--- src/rtl/core/mrf_pkg.sv ---
package mrf_pkg;

	// Default sizing
	localparam int HISTORY_DEPTH = 4;
	localparam int MAX_PDU       = 253;

	// CRC-16 (reflected) and frame constants
	localparam logic [15:0] CRC_POLY  = 16'hA001;
	localparam logic [15:0] CRC_INIT  = 16'hFFFF;
	localparam logic [8:0]  COUNT_MAX = 9'd511;
	localparam logic [8:0]  MIN_FRAME = 9'd4;

	// Result queue
	localparam int FIFO_DEPTH = 4;

	typedef enum logic [1:0] {
		REQ_START = 2'd0,
		REQ_BYTE  = 2'd1,
		REQ_READ  = 2'd2,
		REQ_NONE  = 2'd3
	} req_t;

	typedef enum logic [3:0] {
		V_OK        = 4'd0,
		V_RUNT      = 4'd1,
		V_CRC       = 4'd2,
		V_ADDRESS   = 4'd3,
		V_EXCEPTION = 4'd4,
		V_FUNCTION  = 4'd5,
		V_SIZE      = 4'd6,
		V_DUPLICATE = 4'd7,
		V_READ      = 4'd8
	} verdict_t;

	// Classified item handed from front to back
	typedef struct packed {
		logic        valid;
		req_t        kind;
		logic        has_result;
		logic        last;
		logic        near;
		logic [6:0]  want_fc;
		logic [7:0]  want_size;
		logic [8:0]  count;
		logic [15:0] crc;
		logic [7:0]  seen_addr;
		logic [7:0]  seen_fc;
		logic [7:0]  seen_third;
		logic        cmp_en;
		logic [7:0]  pos;
		logic [7:0]  data;
		logic [7:0]  idx;
	} item_t;

	typedef struct packed {
		verdict_t    verdict;
		logic [7:0]  exc;
		logic [7:0]  pdu;
	} result_t;

	// One byte through the CRC, bit by bit
	function automatic logic [15:0] crc_byte(input logic [15:0] c, input logic [7:0] b);
		logic [15:0] r;
		r = c ^ {8'h00, b};
		for (int k = 0; k < 8; k++) begin
			r = r[0] ? ((r >> 1) ^ CRC_POLY) : (r >> 1);
		end
		return r;
	endfunction

endpackage

--- src/rtl/core/mrf_back.sv ---
module mrf_back #(
	parameter int HISTORY_DEPTH = mrf_pkg::HISTORY_DEPTH,
	parameter int MAX_PDU       = mrf_pkg::MAX_PDU,
	localparam int SLOTS = HISTORY_DEPTH + 1,
	localparam int SW    = $clog2(SLOTS),
	localparam int HW    = (HISTORY_DEPTH > 1) ? $clog2(HISTORY_DEPTH) : 1
) (
	input  logic             clk,
	input  logic             arst_n,
	input  logic [7:0]       slave_address,
	input  mrf_pkg::item_t   item_s1,
	input  logic [7:0]       rd_data_s1 [SLOTS],
	output logic [SW-1:0]    staging_slot,
	output logic             res_push,
	output mrf_pkg::result_t res_data
);

	logic [SW-1:0] slot_map_q [HISTORY_DEPTH];
	logic [SW-1:0] staging_q, accepted_q;
	logic [6:0]    hist_fc_q [HISTORY_DEPTH];
	logic [7:0]    hist_size_q [HISTORY_DEPTH];
	logic [HISTORY_DEPTH-1:0] hist_valid_q;
	logic [HW-1:0] hist_next_q;
	logic [HISTORY_DEPTH-1:0] match_q;

	logic [HISTORY_DEPTH-1:0] match_n;
	logic [HISTORY_DEPTH-1:0] dup_hit;
	logic [HW-1:0] last_ent;
	logic [HW-1:0] next_ent;
	logic          commit;
	logic          rd_ok;

	assign staging_slot = staging_q;
	assign last_ent = (hist_next_q == '0) ? HW'(HISTORY_DEPTH - 1) : hist_next_q - 1'b1;
	assign next_ent = (hist_next_q == HW'(HISTORY_DEPTH - 1)) ? '0 : hist_next_q + 1'b1;

	// Drop entries whose stored byte differs
	for (genvar i = 0; i < HISTORY_DEPTH; i++) begin : g_cmp
		assign match_n[i] = match_q[i] && (!item_s1.cmp_en ||
			(hist_valid_q[i] && item_s1.pos < hist_size_q[i] &&
			 rd_data_s1[slot_map_q[i]] == item_s1.data));
		assign dup_hit[i] = match_n[i] && hist_valid_q[i] &&
			hist_fc_q[i] == item_s1.want_fc && hist_size_q[i] == item_s1.want_size;
	end

	assign rd_ok = (accepted_q != staging_q) && (item_s1.idx < hist_size_q[last_ent]) &&
		({1'b0, item_s1.idx} < 9'(MAX_PDU));

	// Verdict, first failing check wins
	always_comb begin
		res_push = 1'b0;
		res_data = '0;
		commit   = 1'b0;
		if (item_s1.valid && item_s1.has_result) begin
			res_push = 1'b1;
			if (item_s1.kind == mrf_pkg::REQ_READ) begin
				res_data.verdict = mrf_pkg::V_READ;
				res_data.pdu     = rd_ok ? rd_data_s1[accepted_q] : 8'h00;
			end else if (item_s1.count < mrf_pkg::MIN_FRAME) begin
				res_data.verdict = mrf_pkg::V_RUNT;
			end else if (item_s1.crc != 16'h0000) begin
				res_data.verdict = mrf_pkg::V_CRC;
			end else if (item_s1.seen_addr != slave_address) begin
				res_data.verdict = mrf_pkg::V_ADDRESS;
			end else if (item_s1.seen_fc == {1'b1, item_s1.want_fc}) begin
				res_data.verdict = mrf_pkg::V_EXCEPTION;
				res_data.exc     = item_s1.seen_third;
			end else if (item_s1.seen_fc != {1'b0, item_s1.want_fc}) begin
				res_data.verdict = mrf_pkg::V_FUNCTION;
			end else if ({1'b0, item_s1.want_size} > 9'(MAX_PDU) ||
				item_s1.count != {1'b0, item_s1.want_size} + 9'd4) begin
				res_data.verdict = mrf_pkg::V_SIZE;
			end else if (!item_s1.near && (|dup_hit)) begin
				res_data.verdict = mrf_pkg::V_DUPLICATE;
			end else begin
				res_data.verdict = mrf_pkg::V_OK;
				commit           = 1'b1;
			end
		end
	end

	// Match flags: reset on start and frame end, narrow per byte
	always_ff @(posedge clk or negedge arst_n) begin
		if (!arst_n) begin
			match_q <= '1;
		end else if (item_s1.valid) begin
			unique case (item_s1.kind)
				mrf_pkg::REQ_START: match_q <= '1;
				mrf_pkg::REQ_BYTE:  match_q <= item_s1.last ? '1 : match_n;
				default:            match_q <= match_q;
			endcase
		end
	end

	// Rotate the accepted PDU into the history ring
	always_ff @(posedge clk or negedge arst_n) begin
		if (!arst_n) begin
			for (int i = 0; i < HISTORY_DEPTH; i++) begin
				slot_map_q[i]  <= SW'(i);
				hist_fc_q[i]   <= '0;
				hist_size_q[i] <= '0;
			end
			hist_valid_q <= '0;
			staging_q    <= SW'(HISTORY_DEPTH);
			accepted_q   <= SW'(HISTORY_DEPTH);
			hist_next_q  <= '0;
		end else if (commit) begin
			slot_map_q[hist_next_q]   <= staging_q;
			accepted_q                <= staging_q;
			staging_q                 <= slot_map_q[hist_next_q];
			hist_fc_q[hist_next_q]    <= item_s1.want_fc;
			hist_size_q[hist_next_q]  <= item_s1.want_size;
			hist_valid_q[hist_next_q] <= 1'b1;
			hist_next_q               <= next_ent;
		end
	end

endmodule

--- config.mk ---
export PLATFORM = sky130hd
export DESIGN_NAME = mrf_back
export DESIGN_NICKNAME = d
export VERILOG_FILES = /design/src/rtl/core/mrf_pkg.sv /design/src/rtl/core/mrf_back.sv
export SDC_FILE = /design/constraint.sdc
export NUM_CORES = 1
export LEC_CHECK = 0
export CORE_MARGIN = 8
export CORE_UTILIZATION = 62
export CTS_BUF_LIST = sky130_fd_sc_hd__clkbuf_8
export DETAILED_ROUTE_END_ITERATION = 8
export DONT_BUFFER_PORTS = 1
export PLACE_DENSITY_LB_ADDON = 0.2
export RECOVER_POWER = 50
export SLEW_MARGIN = 10
export SYNTH_ARGS = -nofsm -noshare
export SYNTH_HDL_FRONTEND = slang
export SYNTH_SLANG_ARGS = --single-unit
export TNS_END_PERCENT = 50
--- constraint.sdc ---
create_clock -name clk -period 10.43 [get_ports clk]
set_clock_uncertainty 0.2 [all_clocks]
set_input_delay 0.5215 -clock clk [delete_from_list [all_inputs] [get_ports clk]]
set_output_delay 0.5215 -clock clk [all_outputs]
set_load 0.02 [all_outputs]
==> results of run 1 <==
==> state kept, by name, summed over array words and instances, names as in the netlist <==
| name | count |
|---|---|
| slot_map_q | 12 |
| hist_size_q | 32 |
| match_q | 4 |
| hist_fc_q | 28 |
| hist_next_q | 2 |
| accepted_q | 3 |
| hist_valid_q | 4 |
| staging_slot | 3 |
==> how the worst min path moves through the flow <==
stage	start	endpoint	slack, ns	depth (start not counted)
6_report	item_s1[79]	hist_size_q[21]$_DFFE_PN0P_	0.09	1
3_5_place_dp	arst_n	hist_size_q[25]$_DFFE_PN0P_	0.03	0
3_3_place_gp	arst_n	hist_size_q[25]$_DFFE_PN0P_	0.03	0
2_1_floorplan	arst_n	accepted_q[0]$_DFFE_PN0P_	0.03	0
4_1_cts	item_s1[79]	hist_size_q[21]$_DFFE_PN0P_	0.08	1
5_1_grt	item_s1[85]	hist_fc_q[3]$_DFFE_PN0P_	0.08	1
==> cell type report <==
| type | instances | area share (%) |
|---|---|---|
| Inverter | 59 | 2.421 |
| Sequential cell | 88 | 24.21 |
| Multi-Input combinational cell | 725 | 68.54 |
| Clock buffer | 10 | 1.505 |
| Tap cell | 184 | 2.517 |
| Clock inverter | 6 | 0.6565 |
| Timing Repair Buffer | 2 | 0.1505 |
==> cells in the final DEF (no fill, tap or decap), types with 4 or more instances in the layout <==
cell type	n
dfstp_2	8
mux2_1	13
nand3_1	13
xor2_1	71
nor2b_1	16
nor3b_1	6
mux2_2	60
ha_1	40
mux2_4	18
a21o_1	11
a211oi_1	7
a211o_1	4
nor3_1	14
or2_2	4
nor2_1	36
nor4_1	42
a22oi_1	10
or3_1	8
o21a_1	6
dfrtp_1	78
and2_1	6
inv_1	59
clkbuf_8	10
o211ai_1	7
o221ai_1	4
nand2b_1	19
xnor2_1	29
and2_0	4
nand4_1	22
and3_1	8
mux4_2	27
o21ai_0	17
mux2i_1	44
o22ai_1	10
nand2_1	40
a21oi_1	27
==> power by group through the flow <==
stage	clock [mW]	sequential (mW)	combinational, mW
after global routing	0.249	0.347	0.127
after CTS	0.238	0.347	0.116
after global placement	0	0.353	0.104
after detailed placement	0	0.353	0.107
after floorplan	0	0.353	0.0923
final	0.233	0.347	0.116
==> kinds of logic (layout without fill, tap and decap cells) <==
| kind of cell | after synthesis | count (layout) | share of synthesized area [%] |
|---|---|---|---|
| buffers and inverters | 110 | 77 | 5.688 |
| AND/OR/NAND/NOR | 269 | 269 | 17.82 |
| XOR/XNOR | 100 | 100 | 9.736 |
| multiplexers | 162 | 162 | 23.80 |
| AO/OA/AOI/OAI | 154 | 154 | 12.78 |
| flip-flops | 88 | 88 | 24.62 |
| adder cells (fa/ha/maj) | 40 | 40 | 5.563 |
==> layer usage <==
| layer | vias to the layer above | global-route usage [%] | part of all wire, % |
|---|---|---|---|
| li1 | 3396 | - | - |
| met1 | 3791 | 39.71 | 39 |
| met2 | 427 | 54.39 | 48 |
| met3 | 59 | 7.724 | 9.6 |
| met4 | 0 | 11.71 | 3.4 |
| met5 | - | 0 | 0 |
==> per-stage QoR <==
step                std cells  cell area (sq um)  hold WS, ns
CTS                      1074               9171      0.07716
finish                   1074               9148      0.08539
global route             1074               9148      0.08466
detailed placement       1056               8936      0.02769
global placement         1056               8936      0.02816
floorplan                 923               8996      0.02591
==> what timing repair did <==
item                      in CTS  in global routing
hold endpoints to repair      88                  0
setup buffers                  0                  0
hold buffers                   2                  0
==> impl_metrics.py, run 1 <==
metrics = {
    "final_layout": {
        "nets": 1070,
        "layout-drive-gt1-share_pct": 17.08,
        "fin_util_pct": 63.66,
        "area_growth_pct": 1.683,
        "multiInputGateArea_sq_um": 6270,
        "final-seq-area_sq_um": 2215,
        "n_fill_cell": 1223,
        "antenna_cells": 0,
    },
    "clocking": {
        "cts_resized": 0,
        "clock-root-buffer": "clkbuf_8",
        "clk_latency_ns": 0.36,
        "cts_max_level": 3,
        "cts_buffer_depth": 2,
        "path_clk_slew_ns": 0.09,
        "cts-buffers-inserted": 9,
        "cts.sinks": 88,
        "cts_tree": "built",
    },
    "logic_synthesis": {
        "synth_nets": 1108,
        "synthFlopType": "dfrtp_1",
        "yosysSeqAreaShare_pct": 24.62,
        "ys_ff_latch": 88,
        "synthArstFlopShare_pct": 100.0,
        "yosys_warnings": 0,
        "synth_edf_count": 0,
        "synth_area_leaders": "dfrtp_1 22%, mux2_2 7.5%, xor2_1 6.9%, mux4_2 6.8%, ha_1 5.6%",
        "synth_top_area_share_pct": 21.70,
        "yosys-top-cells-count": "78 x dfrtp_1, 71 x xor2_1, 60 x mux2_2",
        "syn_area_sq_um": 8996,
        "yosysTopAreaCell": "dfrtp_1",
        "synth.most_common_cell": "dfrtp_1",
        "postSynthAreaPerCell_sq_um": 9.747,
        "synth_cell_type_count": 88,
        "netlist_instances": 923,
    },
    "setup_path": {
        "slowest_stage": "clkbuf_1",
        "cp-end-kind": "asynchronous set/reset pin",
        "cp.required_ns": 9.60,
        "reg2reg_from": "slot_map_q[6]$_DFFE_PN1P_",
        "critical_path.top_delay_family": "buffers and inverters",
        "path_buf_inv": 2,
        "reg2reg_depth": 9,
        "cp_num_cells": 2,
        "worstPathMaxFanout": 88,
        "crit_path_end": "hist_fc_q[1]$_DFFE_PN0P_",
        "start_kind": "input port",
        "cpPeakStageDelay_ns": 3.23,
        "timing.rr.end": "hist_size_q[5]$_DFFE_PN0P_",
        "crit_path_start": "arst_n",
        "crit_arrival_ns": 4.36,
        "crit_type": "in2async",
        "worstPathCellList": "dlygate4sd3_1 > clkbuf_1",
        "r2r_setup_slack_ns": 6.00,
    },
    "power_and_ir_drop": {
        "powerDensity_nw_per_um2": 76.12,
        "power.leakage_nw": 3.786,
        "intPower_mw": 0.5123,
        "ir_drop_uv": 100.6,
        "p_switching_mw": 0.1841,
        "p_total_mw": 0.6963,
        "switching_share_pct": 26.43,
        "pwr-share-seq_pct": 49.8,
        "pwr-share-comb_pct": 16.7,
        "power_frac_clock_pct": 33.5,
    },
    "run_status": {
        "violations": "capacitance limit, slew limit",
        "status": "finished, violations left",
    },
    "drt": {
        "drcViolationCount": 0,
        "detail_route.wl_per_cell_microns": 28.29,
        "ant_nets": 0,
        "vias": 7673,
        "drt_pre_antenna_iters": 8,
        "totalWireLength_microns": 30380,
        "via_per_inst": 7.144,
        "drt_iter0_markers": 534,
    },
    "place": {
        "gp_congestion": 1.054,
        "port_buffers": 0,
        "dpl_worst_slack_ns": 6.007,
        "dp_hpwl_microns": 24300,
    },
    "grt": {
        "grt_max_degree": 89,
        "grt_first_pass_wirelength_microns": 45510,
        "antenna_found_initial": 0,
        "first_global_vias": 7588,
        "grt_remaining_overflow": 0,
        "track_usage_pct": 32.40,
    },
    "floorplan": {
        "core_area_sq_um": 14370,
        "die-area_sq_um": 18620,
        "fp.dieH_microns": 136.5,
        "io_pins": 169,
        "placementRows": 44,
        "fp.dieW_microns": 136.5,
        "initial_core_util_pct": 62.61,
    },
    "sta": {
        "slew_violations": 89,
        "fmax_mhz": 192.7,
        "worst_slew_pin_slew_ns": 4.649,
        "rsz0062_at_grt": "no",
        "period_share_pct": 49.76,
        "hold_violations": 0,
        "setup_ws_ns": 5.240,
        "maxSlewHeadroom_pct": -210.0,
        "setup_viol": 0,
        "setup_tns_ns": 0,
        "fin_crit_ns": 5.190,
    },
    "worst_hold_path": {
        "min_path_type": "in2reg",
    },
    "run": {
        "max_cap_violations": 1,
    },
}
No activity file was read; power rests on OpenSTA's default activity.
==> run 2: changes to the inputs <==
==> constraint.sdc (replaced) <==
create_clock -name clk -period 4.8 [get_ports clk]
set_clock_uncertainty 0.2 [all_clocks]
set_input_delay 0.24 -clock clk [delete_from_list [all_inputs] [get_ports clk]]
set_output_delay 0.24 -clock clk [all_outputs]
set_load 0.02 [all_outputs]
==> run 2 against run 1 <==
Net effect:
- final area up 2.5%
- the run still ends with capacitance limit, slew limit left
- sequential cell count unchanged
- power up 110%
- final cell count up 2.6%
- critical endpoint is now res_data[18]
==> impl_metrics.py, run 2 (synthesized netlist as in run 1, its figures left out) <==
metrics = {
    "setup_path": {
        "start_kind": "flip-flop",
        "crit_type": "reg2out",
        "crit_arrival_ns": 3.97,
        "worstPathMaxFanout": 21,
        "cp-end-kind": "primary output",
        "cp.required_ns": 4.36,
    },
    "run_status": {
        "violations": "capacitance limit, slew limit",
        "status": "finished, violations left",
    },
    "sta": {
        "fmax_mhz": 226.5,
        "maxSlewHeadroom_pct": -46.18,
        "slew_violations": 89,
        "setup_tns_ns": 0,
        "rsz0062_at_grt": "no",
        "fin_crit_ns": 4.415,
        "period_share_pct": 91.97,
        "hold_violations": 0,
        "worst_slew_pin_slew_ns": 2.193,
        "setup_viol": 0,
    },
    "grt": {
        "grt_remaining_overflow": 0,
        "antenna_found_initial": 1,
        "grt_max_degree": 89,
        "track_usage_pct": 33.72,
        "first_global_vias": 8128,
        "grt_first_pass_wirelength_microns": 47610,
    },
    "power_and_ir_drop": {
        "pwr-share-comb_pct": 18.3,
        "switching_share_pct": 28.33,
        "power.leakage_nw": 3.897,
        "pwr-share-seq_pct": 50.6,
        "p_switching_mw": 0.4226,
        "power_frac_clock_pct": 31.2,
        "powerDensity_nw_per_um2": 159.1,
        "ir_drop_uv": 220.8,
        "intPower_mw": 1.069,
    },
    "final_layout": {
        "fin_area_sq_um": 9376,
        "layout_commonest_cell": "dfrtp_1",
        "final_cell_mix": "78 x dfrtp_1, 71 x xor2_1, 60 x inv_1, 60 x mux2_2, 44 x mux2i_1",
        "layout-drive-gt1-share_pct": 17.97,
        "reg.largest.list": "hist_size_q x32, hist_fc_q x28, slot_map_q x12",
        "area_growth_pct": 4.228,
        "largest_register_ff_count": 32,
        "largest_register": "hist_size_q",
        "antenna_cells": 0,
        "nets": 1098,
    },
    "place": {
        "port_buffers": 0,
        "gp_congestion": 1.016,
        "dp_hpwl_microns": 24550,
        "place_area_sq_um": 9026,
    },
    "drt": {
        "drcViolationCount": 0,
        "drt_pre_antenna_iters": 6,
        "totalWireLength_microns": 31770,
        "ant_nets": 0,
        "detail_route.wl_per_cell_microns": 28.83,
        "drt_iter0_markers": 743,
        "vias": 7905,
        "via_per_inst": 7.173,
    },
    "floorplan": {
        "die-area_sq_um": 18620,
        "io_pins": 169,
        "fp.dieW_microns": 136.5,
        "placementRows": 44,
        "fp.dieH_microns": 136.5,
        "core_area_sq_um": 14370,
        "initial_core_util_pct": 62.61,
    },
    "clocking": {
        "clock-root-buffer": "clkbuf_8",
        "cts.sinks": 88,
        "cts_tree": "built",
        "clk_latency_ns": 0.36,
        "cts_resized": 0,
        "cts_buffer_depth": 2,
        "post_cts_buffers": 0,
        "cts-buffers-inserted": 9,
        "cts_max_level": 3,
        "path_clk_slew_ns": 0.09,
    },
    "worst_hold_path": {
        "min_path_type": "in2reg",
    },
    "run": {
        "max_cap_violations": 1,
    },
}
-- run 2: cell types whose count changed in the layout (fill, tap and decap cells not counted), sizes merged --
cell         previous run  this run
dlygate4sd3             1        17
clkinvlp                1         4
clkinv                  4         1
buf                     0        12
inv                    59        60
bufinv                  1         0
-- run 2: metal layers --
metal	share of wire [%]	vias up	routed length (microns)	track usage (%)
met3	9.8	100	3107	8.647
met4	5.0	2	1596	15.74
met1	38	3900	12110	40.29
met5	0.041	-	13	0
li1	-	3448	-	-
met2	47	455	14940	55.82
-- run 2: final cells by class --
| cell class | count | area, sq um |
|---|---|---|
| Clock buffer | 10 | 137.6 |
| Clock inverter | 6 | 37.54 |
| Fill cell | 1158 | 4992 |
| Inverter | 59 | 221.5 |
| Multi-Input combinational cell | 725 | 6270 |
| Sequential cell | 88 | 2215 |
| Tap cell | 184 | 230.2 |
| Timing Repair Buffer | 30 | 265.3 |
-- run 2: power by group through the flow --
stage | clock, mW | sequential [mW] | combinational [mW]
6_report | 0.465 | 0.754 | 0.272
5_1_grt | 0.504 | 0.755 | 0.296
2_1_floorplan | 0 | 0.767 | 0.201
4_1_cts | 0.469 | 0.754 | 0.270
3_3_place_gp | 0 | 0.768 | 0.224
3_5_place_dp | 0 | 0.768 | 0.232
-- run 2: repair_timing --
item | 4_1_cts | 5_1_grt
endpoints found under the setup margin | 0 | 0
hold buffers | 18 | 0
endpoints found under the hold margin | 152 | 0
-- run 2: final timing paths --
check | start | end | slack [ns] | cells past startpoint
setup / recovery | slot_map_q[9]$_DFFE_PN0P_ | res_data[18] | 0.39 | 8
min in group asynchronous | arst_n | hist_size_q[31]$_DFFE_PN0P_ | 0.84 | 2
hold / removal | item_s1[93] | match_q[1]$_DFFE_PN1P_ | 0.03 | 4
max in group asynchronous | arst_n | hist_fc_q[4]$_DFFE_PN0P_ | 2.23 | 2
hold reg to reg | match_q[0]$_DFFE_PN1P_ | match_q[0]$_DFFE_PN1P_ | 0.30 | 2
setup reg to reg | slot_map_q[9]$_DFFE_PN0P_ | slot_map_q[8]$_DFFE_PN0P_ | 0.79 | 9
-- run 2: critical path, cell delays in order (launching register included) --
cell and delay (ns):
dfrtp_1 1.06, mux2i_1 0.28, a2bb2oi_1 0.19, o221a_2 0.30, a211oi_1 0.24, nand4_1 0.20
o41a_1 0.46, o221a_2 0.31, a41oi_1 0.55
-- run 2: through the flow --
stage | setup WS [ns] | total power, mW | hold slack, ns | utilization (%) | std cells
after global placement | 0.9102 | 0.9924 | -0.2534 | 62.82 | 1068
final | 0.3853 | 1.492 | 0.03165 | 65.26 | 1102
after global routing | 0.2246 | 1.555 | 0.06926 | 65.26 | 1102
after floorplan | 0.8826 | 0.9672 | -0.2556 | - | 923
after CTS | 0.4357 | 1.493 | 0.02172 | 65.41 | 1102
after detailed placement | 0.8354 | 0.9998 | -0.2539 | 62.82 | 1068
