[src/rtl/core/mrf_pkg.sv]
package mrf_pkg;

	// Default sizing
	localparam int HISTORY_DEPTH = 4;
	localparam int MAX_PDU       = 253;

	// CRC-16 (reflected) and frame constants
	localparam logic [15:0] CRC_POLY  = 16'hA001;
	localparam logic [15:0] CRC_INIT  = 16'hFFFF;
	localparam logic [8:0]  COUNT_MAX = 9'd511;
	localparam logic [8:0]  MIN_FRAME = 9'd4;

	// Result queue
	localparam int FIFO_DEPTH = 4;

	typedef enum logic [1:0] {
		REQ_START = 2'd0,
		REQ_BYTE  = 2'd1,
		REQ_READ  = 2'd2,
		REQ_NONE  = 2'd3
	} req_t;

	typedef enum logic [3:0] {
		V_OK        = 4'd0,
		V_RUNT      = 4'd1,
		V_CRC       = 4'd2,
		V_ADDRESS   = 4'd3,
		V_EXCEPTION = 4'd4,
		V_FUNCTION  = 4'd5,
		V_SIZE      = 4'd6,
		V_DUPLICATE = 4'd7,
		V_READ      = 4'd8
	} verdict_t;

	// Classified item handed from front to back
	typedef struct packed {
		logic        valid;
		req_t        kind;
		logic        has_result;
		logic        last;
		logic        near;
		logic [6:0]  want_fc;
		logic [7:0]  want_size;
		logic [8:0]  count;
		logic [15:0] crc;
		logic [7:0]  seen_addr;
		logic [7:0]  seen_fc;
		logic [7:0]  seen_third;
		logic        cmp_en;
		logic [7:0]  pos;
		logic [7:0]  data;
		logic [7:0]  idx;
	} item_t;

	typedef struct packed {
		verdict_t    verdict;
		logic [7:0]  exc;
		logic [7:0]  pdu;
	} result_t;

	// One byte through the CRC, bit by bit
	function automatic logic [15:0] crc_byte(input logic [15:0] c, input logic [7:0] b);
		logic [15:0] r;
		r = c ^ {8'h00, b};
		for (int k = 0; k < 8; k++) begin
			r = r[0] ? ((r >> 1) ^ CRC_POLY) : (r >> 1);
		end
		return r;
	endfunction

endpackage

[src/rtl/core/mrf_fifo.sv]
module mrf_fifo (
	input  logic             clk,
	input  logic             arst_n,
	input  logic             push,
	input  mrf_pkg::result_t wdata,
	input  logic             inflight,
	input  logic             pop,
	output logic             empty,
	output logic             full,
	output mrf_pkg::result_t rdata
);

	localparam int PW = $clog2(mrf_pkg::FIFO_DEPTH);

	mrf_pkg::result_t buf_q [mrf_pkg::FIFO_DEPTH];
	logic [PW-1:0] wr_q, rd_q;
	logic [PW:0]   cnt_q;
	logic          do_pop;

	assign empty  = (cnt_q == '0);
	assign do_pop = pop && !empty;
	assign rdata  = buf_q[rd_q];
	// Hold off input while the queue could not take every result in flight
	assign full   = ({1'b0, cnt_q} + {{PW+1{1'b0}}, inflight}) >= (PW+2)'(mrf_pkg::FIFO_DEPTH - 1);

	always_ff @(posedge clk) begin
		if (push) begin
			buf_q[wr_q] <= wdata;
		end
	end

	always_ff @(posedge clk or negedge arst_n) begin
		if (!arst_n) begin
			wr_q  <= '0;
			rd_q  <= '0;
			cnt_q <= '0;
		end else begin
			if (push) begin
				wr_q <= wr_q + 1'b1;
			end
			if (do_pop) begin
				rd_q <= rd_q + 1'b1;
			end
			cnt_q <= cnt_q + {{PW{1'b0}}, push} - {{PW{1'b0}}, do_pop};
		end
	end

endmodule

[config.mk]
export PLATFORM = sky130hd
export DESIGN_NAME = mrf_fifo
export DESIGN_NICKNAME = d
export VERILOG_FILES = /design/src/rtl/core/mrf_pkg.sv /design/src/rtl/core/mrf_fifo.sv
export SDC_FILE = /design/constraint.sdc
export NUM_CORES = 1
export LEC_CHECK = 0
export ABC_AREA = 1
export BUFFER_PORTS_ARGS = -buffer_cell sky130_fd_sc_hd__buf_2
export CAP_MARGIN = 30
export CORE_ASPECT_RATIO = 1.2
export CORE_MARGIN = 2
export CORE_UTILIZATION = 30
export DETAILED_ROUTE_END_ITERATION = 7
export HOLD_SLACK_MARGIN = 0.03
export PLACE_DENSITY = 0.48
export SYNTH_ARGS = -nofsm -noshare
export SYNTH_HDL_FRONTEND = slang
export SYNTH_SLANG_ARGS = --single-unit
[constraint.sdc]
create_clock -name clk -period 3.7 [get_ports clk]
set_input_delay 0.185 -clock clk [delete_from_list [all_inputs] [get_ports clk]]
set_output_delay 0.185 -clock clk [all_outputs]
set_load 0.005 [all_outputs]
==> results.md, run 1 <==
* Max Cap Viol at 0
* Pwr dens at 768 nW/um^2
* Vias in the first global route at 2102
* Initial antenna violation count at 2
* Post-route ant nets at 0
* Mean post-synth cell area at 11.8 um^2
* Measured slew at the worst slew-check pin at 960 ps
* Most common cell after layout, fill and taps aside: edfxtp_1
* Syn Inst Count at 310
* Synthesized Nets at 345
* CTS root buf: clkbuf_16
* Fin. Hold Viols at 0
* Met2 WL at 3.26 mm
* Setup-failing EPs final at 0
* Remaining Overflow, GRT at 0
* Post-DP HPWL at 4.20 mm
* FMAX at 0.452 GHz
* Pre-antenna DRT Iters at 4
* Vias at 2178
* ANT cells at 0
* GRT Total Usage at 11.1%
* Drt wl/cell at 12.9 um
* RSZ-0062 raised after global routing: no
* Layout cells sized above 1 at 18.2%
* Leak at 1.80 nW
* Hold path startpoint: wdata[19]
* Distinct cells, synth at 18
* Sequential area share after synthesis at 70.5%
* Post-Syn Area at 3660 um^2
* Starting DRT DRC Count at 83
* Critical path data required time at 3510 ps
* CP arrival at 2030 ps
* Outcome: completed
* PortBufs at 46
* Vias per cell at 4.16
* PostCTS Resize Cnt at 0
* Worst slack at placement at 1800 ps
* Global-route wire length before repair at 10.9 mm
* Sum Neg Setup Slack at 0 ps
* Routed WL at 6.76 mm
* Max Clock Skew at 2.90 ps
* H-tree depth at 3
* Die ar. at 13100 um^2
* DIE WIDTH at 105 um
* Synthesis-stage register bit count at 87
* Met3 wire length at 314 um
* Largest net degree at the start of global routing at 62
* Worst Hold Class: in2reg
* CTS tree: yes
* Startpoint Class: flip-flop
* Slew headroom at 35.9%
* Synthesis warning total at 0
* Nets@finish at 393
* Initial core utilization at 30.5%
* Top sig layer: met5
* Rows at 44
* Period utilization at 59.8%
* Final WS setup at 1490 ps
* Area growth, synth to finish at 17.9%
* Commonest cells after routing, fill and taps aside: edfxtp_1 (80), nand2_1 (75), buf_2 (46), nor2_1 (40), inv_1 (35)
* Kind of critical path: reg2out
* CTS buffer count at 9
* M1 WL at 2.98 mm
* Worst Setup SP: rd_q[0]$_DFFE_PN0P_
* Clock Path Buffers at 2
* Die Y at 125 um
* Maximum fanout along the worst path at 61
* Critical Path Sink Type: output pin
* Core area at 12000 um^2
* RR Startpoint: cnt_q[1]$_DFF_PN0_
* DRC at 0
* Post-CTS Setup Repair Bufs at 0
* Placer Congestion at 0.703
* VDD IR max at 0.000232 V
* Clock Latency Late Sink at 340 ps
* Reg clk slew, reported paths at 60 ps
* Hold_buf cts at 1
* # IOs at 47
* Max-slew violations at 0
* Final min period at 2210 ps
* Clk sink count at 87
-- synth_stat cells, drive strengths merged --
library cell  instances  area, um^2
nand2                75         282
xnor2                 2        17.5
dfrtp                 7         175
nor2                 41         156
clkbuf                1        3.75
nand3                 3        15.0
ha                    9         113
inv                  36         135
xor2                  1        8.76
buf                  13         121
o21ai                41         209
fa                    1        20.0
edfxtp               80        2400
-- worst paths after layout --
check,slack [ps],end,depth (start not counted)
setup reg to reg,1810,cnt_q[2]$_DFF_PN0_,9
hold reg to reg,480,rd_q[1]$_DFFE_PN0P_,2
setup / recovery,1490,rdata[19],5
min in group asynchronous,210,rd_q[1]$_DFFE_PN0P_,2
max in group asynchronous,3310,rd_q[0]$_DFFE_PN0P_,2
hold / removal,60,buf_q[3][19]$_DFFE_PP_,1
-- cell type report --
class,count,area (um^2)
Clock buffer,11,233
Clock inverter,4,47.5
Fill cell,1209,7690
Inverter,36,135
Multi-Input combinational cell,173,821
Sequential cell,87,2580
Tap cell,161,201
Timing Repair Buffer,51,298
-- per-stage QoR --
stage	power [W]	hold slack [ps]	instance area, um^2	cells	util (%)
CTS	0.00337	54.0	4310	523	35.9
floorplan	0.00217	-111	3660	310	-
global placement	0.00246	32.1	3980	505	33.2
finish	0.00331	62.0	4310	523	35.9
detailed placement	0.00250	32.7	4020	507	33.5
global route	0.00359	58.5	4310	523	35.9
-- flip-flops by register name (all words and copies together), names as in the netlist --
| register | cells |
|---|---|
| buf_q | 80 |
| cnt_q | 3 |
| rd_q | 2 |
| wr_q | 2 |
-- where the power goes --
part	leakage, nW	switching (W)	total, W	internal, W
Clock	0.137	0.000338	0.000855	0.000517
Combinational	0.851	0.000685	0.00109	0.000401
Sequential	0.817	0.0000666	0.00137	0.00130
Total	1.80	0.00109	0.00331	0.00222
-- critical path: stages, from the launching register on --
cell and delay (ps):
dfrtp_2 360, buf_4 480, inv_2 350, o21ai_0 260, nand2_1 70, buf_2 130
-- per-layer routing --
metal  up-vias  GRT usage [%]
met3        16           2.82
met1       994           13.5
met2        46           17.6
met5         -              0
li1       1118              -
met4         4           7.06
-- logic make-up (layout without fill, tap and decap cells) --
group / count (synthesis) / in the layout / share of synthesized area, %
flip-flops: 87 / 87 / 70.5
XOR/XNOR: 3 / 3 / 0.718
buffers and inverters: 50 / 102 / 7.11
AND/OR/NAND/NOR: 119 / 119 / 12.4
adder cells (fa/ha/maj): 10 / 10 / 3.63
AO/OA/AOI/OAI: 41 / 41 / 5.71
No activity file was read; power rests on OpenSTA's default activity.
==> inputs of run 2 (changes only) <==
--- a/config.mk
+++ b/config.mk
@@ -5,7 +5,7 @@
 export SDC_FILE = /design/constraint.sdc
 export NUM_CORES = 1
 export LEC_CHECK = 0
-export ABC_AREA = 1
+export ABC_AREA = 0
 export BUFFER_PORTS_ARGS = -buffer_cell sky130_fd_sc_hd__buf_2
 export CAP_MARGIN = 30
 export CORE_ASPECT_RATIO = 1.2
@@ -13,7 +13,7 @@
 export CORE_UTILIZATION = 30
 export DETAILED_ROUTE_END_ITERATION = 7
 export HOLD_SLACK_MARGIN = 0.03
-export PLACE_DENSITY = 0.48
+export PLACE_DENSITY = 0.5
 export SYNTH_ARGS = -nofsm -noshare
 export SYNTH_HDL_FRONTEND = slang
 export SYNTH_SLANG_ARGS = --single-unit
==> constraint.sdc (replaced) <==
create_clock -name clk -period 1.8 [get_ports clk]
set_input_delay 0.09 -clock clk [delete_from_list [all_inputs] [get_ports clk]]
set_output_delay 0.09 -clock clk [all_outputs]
set_load 0.005 [all_outputs]
==> run 2 against run 1 <==
Net effect:
- clock-buffer cell count unchanged
- highest routed layer is now met4
- critical endpoint is now cnt_q[1]$_DFF_PN0_
- sequential power increased by 110%
- clock power increased by 120%
==> results.md, run 2 <==
* Worst reg-to-reg path cell count at 6 (-3)
* Fin. Hold Viols at 0 (unchanged)
* Max Cap Viol at 0 (unchanged)
* # fillers at 1013 (-16%)
* PortBufs at 46 (unchanged)
* Measured slew at the worst slew-check pin at 393 ps (-567 ps)
* Worst Hold Class: in2reg
* Reg clk slew, reported paths at 60 ps (about the same)
* RR Startpoint: cnt_q[1]$_DFF_PN0_
* Final min period at 1780 ps
* Routed WL at 6.14 mm (-9.2%)
* Starting DRT DRC Count at 85 (+2.4%)
* Largest net degree at the start of global routing at 21 (-66%)
* Cell taking the most area after synthesis: edfxtp_1
* Critical path data required time at 2080 ps (-1430 ps)
* Number of synthesized flops with an enable pin at 80 (unchanged)
* CP Depth at 6 (+1)
* Die Y at 120 um (-4.4%)
* Placer Congestion at 0.717 (+2.0%)
* Worst setup endpoint: cnt_q[1]$_DFF_PN0_
* Share of the synthesized area in the top cell type at 72.0% (+6.4 points)
* Outcome: completed
* Leak at 1.61 nW (-11%)
* Vias in the first global route at 1862 (-11%)
* Area contributors post-synth: edfxtp_1 (72%), mux4_2 (12%), dfrtp_1 (5.3%)
* Cell family with most CP delay: adder cells
* Setup-failing EPs final at 0 (unchanged)
* FMAX at 0.562 GHz
* Clock Path Buffers at 2 (unchanged)
* Distinct cells, synth at 18 (unchanged)
* Layout cells sized above 1 at 41.4% (+23 points)
* Rows at 42 (-4.5%)
* Syn Inst Count at 143 (-54%)
* DRC at 0 (unchanged)
* Max stage delay on crit path at 510 ps (+30 ps)
* Max-slew violations at 0 (unchanged)
* CTS root buf: clkbuf_16
* RSZ-0062 raised after global routing: yes
* ANT cells at 0 (unchanged)
* Area growth, synth to finish at 32.5%
* Sum Neg Setup Slack at 0 ps (unchanged)
* CP Buf/Inv Count at 2 (-1)
* Pwr dens at 1560 nW/um^2 (+100%)
* Util after Layout at 40.4% (+4.5 points)
* Clk sink count at 87 (unchanged)
* Commonest cells after routing, fill and taps aside: edfxtp_1 (80), buf_2 (46), dlygate4sd3_1 (21), mux4_2 (18), buf_4 (13)
* Drt wl/cell at 16.6 um (+28%)
* Clock Latency Late Sink at 340 ps (about the same)
* CTS tree: yes
* Startpoint Class: flip-flop
* Max Clock Skew at 5.75 ps (+2.85 ps)
* VDD IR max at 0.000544 V (+130%)
* H-tree depth at 3 (unchanged)
* Max FFs per register at 80 (unchanged)
* Synthesis warning total at 0 (unchanged)
* Slowest-stage cell, CP: fa_2
* Vias per cell at 4.47 (+7.4%)
* Period utilization at 98.8%
* Worst slack at placement at 33.9 ps (-1770 ps)
* Initial core utilization at 30.5% (+0.034 points)
* Mean post-synth cell area at 23.3 um^2 (+98%)
* Critical Path Sink Type: flip-flop
* Most common cell on crit path: inv_1
* Prevailing post-synth register cell: edfxtp_1
* Power consumption at 0.00688 W (+110%)
* GRT Total Usage at 11.1% (+0.040 points)
* Most common cell after layout, fill and taps aside: edfxtp_1
* R2r setup slk at 20 ps (-1790 ps)
* Final WS setup at 20.8 ps (-1470 ps)
* CTS buffer count at 9 (unchanged)
* DIE WIDTH at 100 um (-4.3%)
* Worst Setup SP: cnt_q[1]$_DFF_PN0_
* # IOs at 47 (unchanged)
* Synthesized Nets at 178 (-48%)
* Post-Syn Area at 3340 um^2 (-8.8%)
* CP arrival at 2050 ps (+20 ps)
* Minimum hold slack at 45.7 ps (-16.3 ps)
* Top-count cell post-synth: edfxtp_1
* Kind of critical path: reg2reg
* Ys async rst share at 8.05% (unchanged)
* Slew headroom at 73.5% (+38 points)
* Core area at 10900 um^2 (-8.9%)
* Pre-antenna DRT Iters at 4 (unchanged)
* Post-route ant nets at 0 (unchanged)
* Post-DP HPWL at 3.87 mm (-7.7%)
* CP cell instances: o31ai_2 > inv_1 > ha_1 > inv_1 > ha_2 > fa_2
* Biggest regs: buf_q (80), cnt_q (3)
* Top reg by flops: buf_q
* Nets@finish at 270 (-31%)
* Maximum fanout along the worst path at 2 (-97%)
* Global-route wire length before repair at 9.60 mm (-12%)
* Remaining Overflow, GRT at 0 (unchanged)
* Synthesis-stage register bit count at 87 (unchanged)
* Die ar. at 12000 um^2 (-8.5%)
* Initial antenna violation count at 0 (-2)
* Most frequent cells after synthesis: edfxtp_1 (80), mux4_2 (18), ha_1 (9), dfrtp_1 (7), inv_1 (7)
* R2R Path End: cnt_q[1]$_DFF_PN0_
* Sequential area share after synthesis at 77.3% (+6.8 points)
* Vias at 1660 (-24%)
-- run 2: cell types whose count changed in the layout (fill, tap and decap cells not counted), moves of 18 or more --
| cell | previous run | this run |
|---|---|---|
| nor2_1 | 40 | 0 |
| o21ai_1 | 25 | 0 |
| nand2_1 | 75 | 1 |
| dlygate4sd3_1 | 1 | 21 |
| inv_1 | 35 | 7 |
| mux4_2 | 0 | 18 |
-- run 2: layout make-up --
class,instances,area [um^2],area share [%]
Timing Repair Buffer,85,612,13.8
Tap cell,132,165,3.74
Sequential cell,87,2580,58.3
Clock inverter,4,71.3,1.61
Clock buffer,11,233,5.27
Multi-Input combinational cell,45,734,16.6
Inverter,7,26.3,0.595
-- run 2: worst min-delay path by stage --
stage / depth (start not counted) / start / endpoint
4_1_cts: 2 / push / wr_q[0]$_DFFE_PN0P_
2_1_floorplan: 0 / arst_n / cnt_q[0]$_DFF_PN0_
5_1_grt: 2 / push / wr_q[0]$_DFFE_PN0P_
3_5_place_dp: 1 / arst_n / cnt_q[0]$_DFF_PN0_
3_3_place_gp: 1 / arst_n / cnt_q[0]$_DFF_PN0_
6_report: 2 / push / wr_q[0]$_DFFE_PN0P_
-- run 2: kinds of logic (layout without fill, tap and decap cells) --
| kind of cell | count (synthesis) | after routing | share of synthesized area (%) |
|---|---|---|---|
| buf+inv | 11 | 107 | 1.76 |
| compound gates | 4 | 4 | 0.938 |
| simple gates | 6 | 6 | 1.01 |
| mux | 20 | 20 | 13.7 |
| xor+xnor | 5 | 5 | 1.31 |
| flops | 87 | 87 | 77.3 |
| fa+ha+maj | 10 | 10 | 3.98 |
-- run 2: metrics by stage --
step,instance area (um^2),instances
finish,4420,371
detailed placement,3850,333
global placement,3850,333
floorplan,3350,143
global route,4420,371
CTS,4400,370
-- run 2: worst reg2reg max path, cell delays in order (launching register included) --
cell     delay, ps
dfrtp_1        390
o31ai_2        270
inv_1           80
ha_1           270
inv_1           40
ha_2           160
fa_2           510
-- run 2: layer usage --
| metal | up-vias | GRT usage [%] | share of wire [%] |
|---|---|---|---|
| li1 | 766 | - | - |
| met1 | 844 | 13.5 | 45 |
| met2 | 40 | 17.9 | 49 |
| met3 | 10 | 3.55 | 4.1 |
| met4 | 0 | 5.39 | 2.0 |
| met5 | - | 0 | 0 |
-- run 2: power breakdown --
group | total [W] | leakage (nW) | switching (W) | internal [W]
Clock | 0.00192 | 0.143 | 0.000715 | 0.00120
Combinational | 0.00213 | 0.654 | 0.000965 | 0.00116
Sequential | 0.00283 | 0.817 | 0.000165 | 0.00267
-- run 2: what timing repair did --
action                                 CTS  global route
setup buffers                            1             1
setup endpoints to repair                1            12
hold buffers                            21             0
pin swaps                                0             1
gates resized for setup                  5             2
endpoints found under the hold margin   87             0
==> inputs of run 3 (changes only) <==
--- a/config.mk
+++ b/config.mk
@@ -9,11 +9,10 @@
 export BUFFER_PORTS_ARGS = -buffer_cell sky130_fd_sc_hd__buf_2
 export CAP_MARGIN = 30
 export CORE_ASPECT_RATIO = 1.2
-export CORE_MARGIN = 2
 export CORE_UTILIZATION = 30
 export DETAILED_ROUTE_END_ITERATION = 7
 export HOLD_SLACK_MARGIN = 0.03
-export PLACE_DENSITY = 0.5
+export PLACE_DENSITY = 0.48
 export SYNTH_ARGS = -nofsm -noshare
 export SYNTH_HDL_FRONTEND = slang
 export SYNTH_SLANG_ARGS = --single-unit
==> constraint.sdc (replaced) <==
create_clock -name clk -period 2.2 [get_ports clk]
set_input_delay 0.11 -clock clk [delete_from_list [all_inputs] [get_ports clk]]
set_output_delay 0.11 -clock clk [all_outputs]
set_load 0.005 [all_outputs]
==> run 3 against run 2 <==
Net effect:
- the run now ends with design-rule violations left
- largest power group unchanged
- highest routed layer unchanged
- worst setup slack gained 190 ps
- register-to-register slack improved by 190 ps
- global-route usage grew 0.15 points
- clock power shrank 24%
- non-clock buffer count down 10
- power shrank 23%
- sequential power is 18% lower
- combinational power decreased by 27%
- sequential cell count unchanged
==> results.md, run 3 (synthesis gave the netlist of run 2 again) <==
* Vias per cell at 4.50 (+0.54%)
* H-tree depth at 3 (unchanged)
* Pre-antenna DRT Iters at 6 (+2)
* Max-slew violations at 0 (unchanged)
* Initial antenna violation count at 0 (unchanged)
* Drt wl/cell at 16.5 um (-0.33%)
* Most common cell after layout, fill and taps aside: edfxtp_1
* Max Cap Viol at 0 (unchanged)
* Sum Neg Setup Slack at 0 ps (unchanged)
* Area growth, synth to finish at 28.1%
* Rows at 41 (-2.4%)
* Worst Hold Class: in2reg
* # IOs at 47 (unchanged)
* Routed WL at 5.92 mm (-3.5%)
* Remaining Overflow, GRT at 0 (unchanged)
* Kind of critical path: reg2reg
* Largest net degree at the start of global routing at 21 (unchanged)
* Pwr dens at 1250 nW/um^2 (-20%)
* CP cell instances: o31ai_1 > inv_1 > ha_1 > inv_1 > ha_1 > fa_1 > xnor2_1
* Fin. Hold Viols at 0 (unchanged)
* Post-route ant nets at 0 (unchanged)
* Vias in the first global route at 1788 (-4.0%)
* Final non-filler cell total at 359 (-3.2%)
* Final WS setup at 210 ps (+189 ps)
* Reg clk slew, reported paths at 60 ps (about the same)
* Setup-failing EPs final at 0 (unchanged)
* GRT Total Usage at 11.3% (+0.15 points)
* Measured slew at the worst slew-check pin at 421 ps (+28.6 ps)
* Placer Congestion at 0.628 (-12%)
* RSZ-0062 raised after global routing: no
* Sequential cell area at 2580 um^2 (unchanged)
* Worst slack at placement at 188 ps (+154 ps)
* FMAX at 0.502 GHz (-11%)
* Max stage delay on crit path at 430 ps (-80 ps)
* PortBufs at 46 (unchanged)
* VDD IR max at 0.000575 V (+5.7%)
* Starting DRT DRC Count at 86 (+1.2%)
* DRC at 5 (+5)
* CTS buffer count at 9 (unchanged)
* Die ar. at 11500 um^2 (-3.6%)
* ANT cells at 0 (unchanged)
* DIE WIDTH at 98.3 um (-2.0%)
* Leak at 1.55 nW (-3.7%)
* Clk sink count at 87 (unchanged)
* Placed cell count at 322 (-3.3%)
* Maximum fanout along the worst path at 6 (+4)
* CTS root buf: clkbuf_16
* Startpoint Class: flip-flop
* Slew headroom at 71.6% (-1.9 points)
* Top reg by flops: buf_q
* Clock Path Buffers at 2 (unchanged)
* Violated checks: design-rule violations
* Multi-input logic area at 699 um^2 (-4.8%)
* Nets@finish at 260 (-3.7%)
* Max Clock Skew at 5.54 ps (-0.214 ps)
* Critical Path Sink Type: flip-flop
* Initial core utilization at 31.3% (+0.74 points)
* # fillers at 975 (-3.8%)
* Post-DP HPWL at 3.85 mm (-0.68%)
* Global-route wire length before repair at 9.40 mm (-2.0%)
* Critical path data required time at 2420 ps (+340 ps)
* Vias at 1615 (-2.7%)
* Period utilization at 90.5% (-8.4 points)
* Outcome: complete, but fails checks
* CTS tree: yes
* Biggest regs: buf_q (80), cnt_q (3)
* Clock Latency Late Sink at 330 ps (about the same)
* Layout cells sized above 1 at 36.5% (-4.9 points)
* Core area at 10700 um^2 (-2.4%)
* Power consumption at 0.00533 W (-23%)
* Slowest-stage cell, CP: dfrtp_1
* Max FFs per register at 80 (unchanged)
* CP arrival at 2210 ps (+160 ps)
* Die Y at 118 um (-1.7%)
* Commonest cells after routing, fill and taps aside: edfxtp_1 (80), buf_2 (46), dlygate4sd3_1 (21), mux4_2 (18)
* Post-CTS Setup Repair Bufs at 0 (-1)
* Final min period at 1990 ps (+211 ps)
-- run 3: per-stage QoR --
step | cell area [um^2] | hold slack (ps) | util (%)
floorplan | 3340 | -186 | -
global placement | 3780 | -40.5 | 35.4
detailed placement | 3780 | -44.1 | 35.4
CTS | 4270 | 67.7 | 40.0
global route | 4270 | 97.6 | 40.0
finish | 4270 | 71.4 | 40.0
-- run 3: path summary, 6_finish.rpt --
check	startpoint	to	slack, ps	depth (start not counted)
min in group asynchronous	arst_n	cnt_q[0]$_DFF_PN0_	140	2
setup reg to reg	cnt_q[1]$_DFF_PN0_	cnt_q[2]$_DFF_PN0_	210	7
setup / recovery	cnt_q[1]$_DFF_PN0_	cnt_q[2]$_DFF_PN0_	210	7
max in group asynchronous	arst_n	cnt_q[1]$_DFF_PN0_	1900	2
hold reg to reg	wr_q[0]$_DFFE_PN0P_	wr_q[0]$_DFFE_PN0P_	550	1
hold / removal	push	wr_q[0]$_DFFE_PN0P_	70	2
-- run 3: power breakdown --
| group | switching [W] | internal (W) |
|---|---|---|
| Sequential | 0.000143 | 0.00218 |
| Combinational | 0.000737 | 0.000821 |
| Clock | 0.000571 | 0.000874 |
-- run 3: routing by layer --
layer | track usage (%) | share of wire, % | wire length (um)
met4 | 5.13 | 2.2 | 131
met1 | 13.3 | 43 | 2540
met3 | 3.62 | 4.8 | 286
met2 | 18.8 | 50 | 2960
met5 | 0 | 0 | 0
-- run 3: cell type report --
class	instances	area share [%]
clock buffer	12	5.53
clock inverter	4	1.08
inverter	7	0.615
multi-input combinational	45	16.4
sequential	87	60.3
tap	129	3.78
timing repair buffer	75	12.3
-- run 3: worst max-delay path: cells and delay by family, from the launching register on --
| family | cells | cell delay, ps |
|---|---|---|
| buffers and inverters | 2 | 120 |
| adders and majority gates | 3 | 840 |
| xor gates and xnor gates | 1 | 130 |
| DFF | 1 | 430 |
| AOI/OAI and AO/OA | 1 | 360 |
-- run 3: repair_timing --
item | 4_1_cts | 5_1_grt
hold endpoints to repair | 87 | 0
hold buffers | 21 | 0
resized for setup | 0 | 0
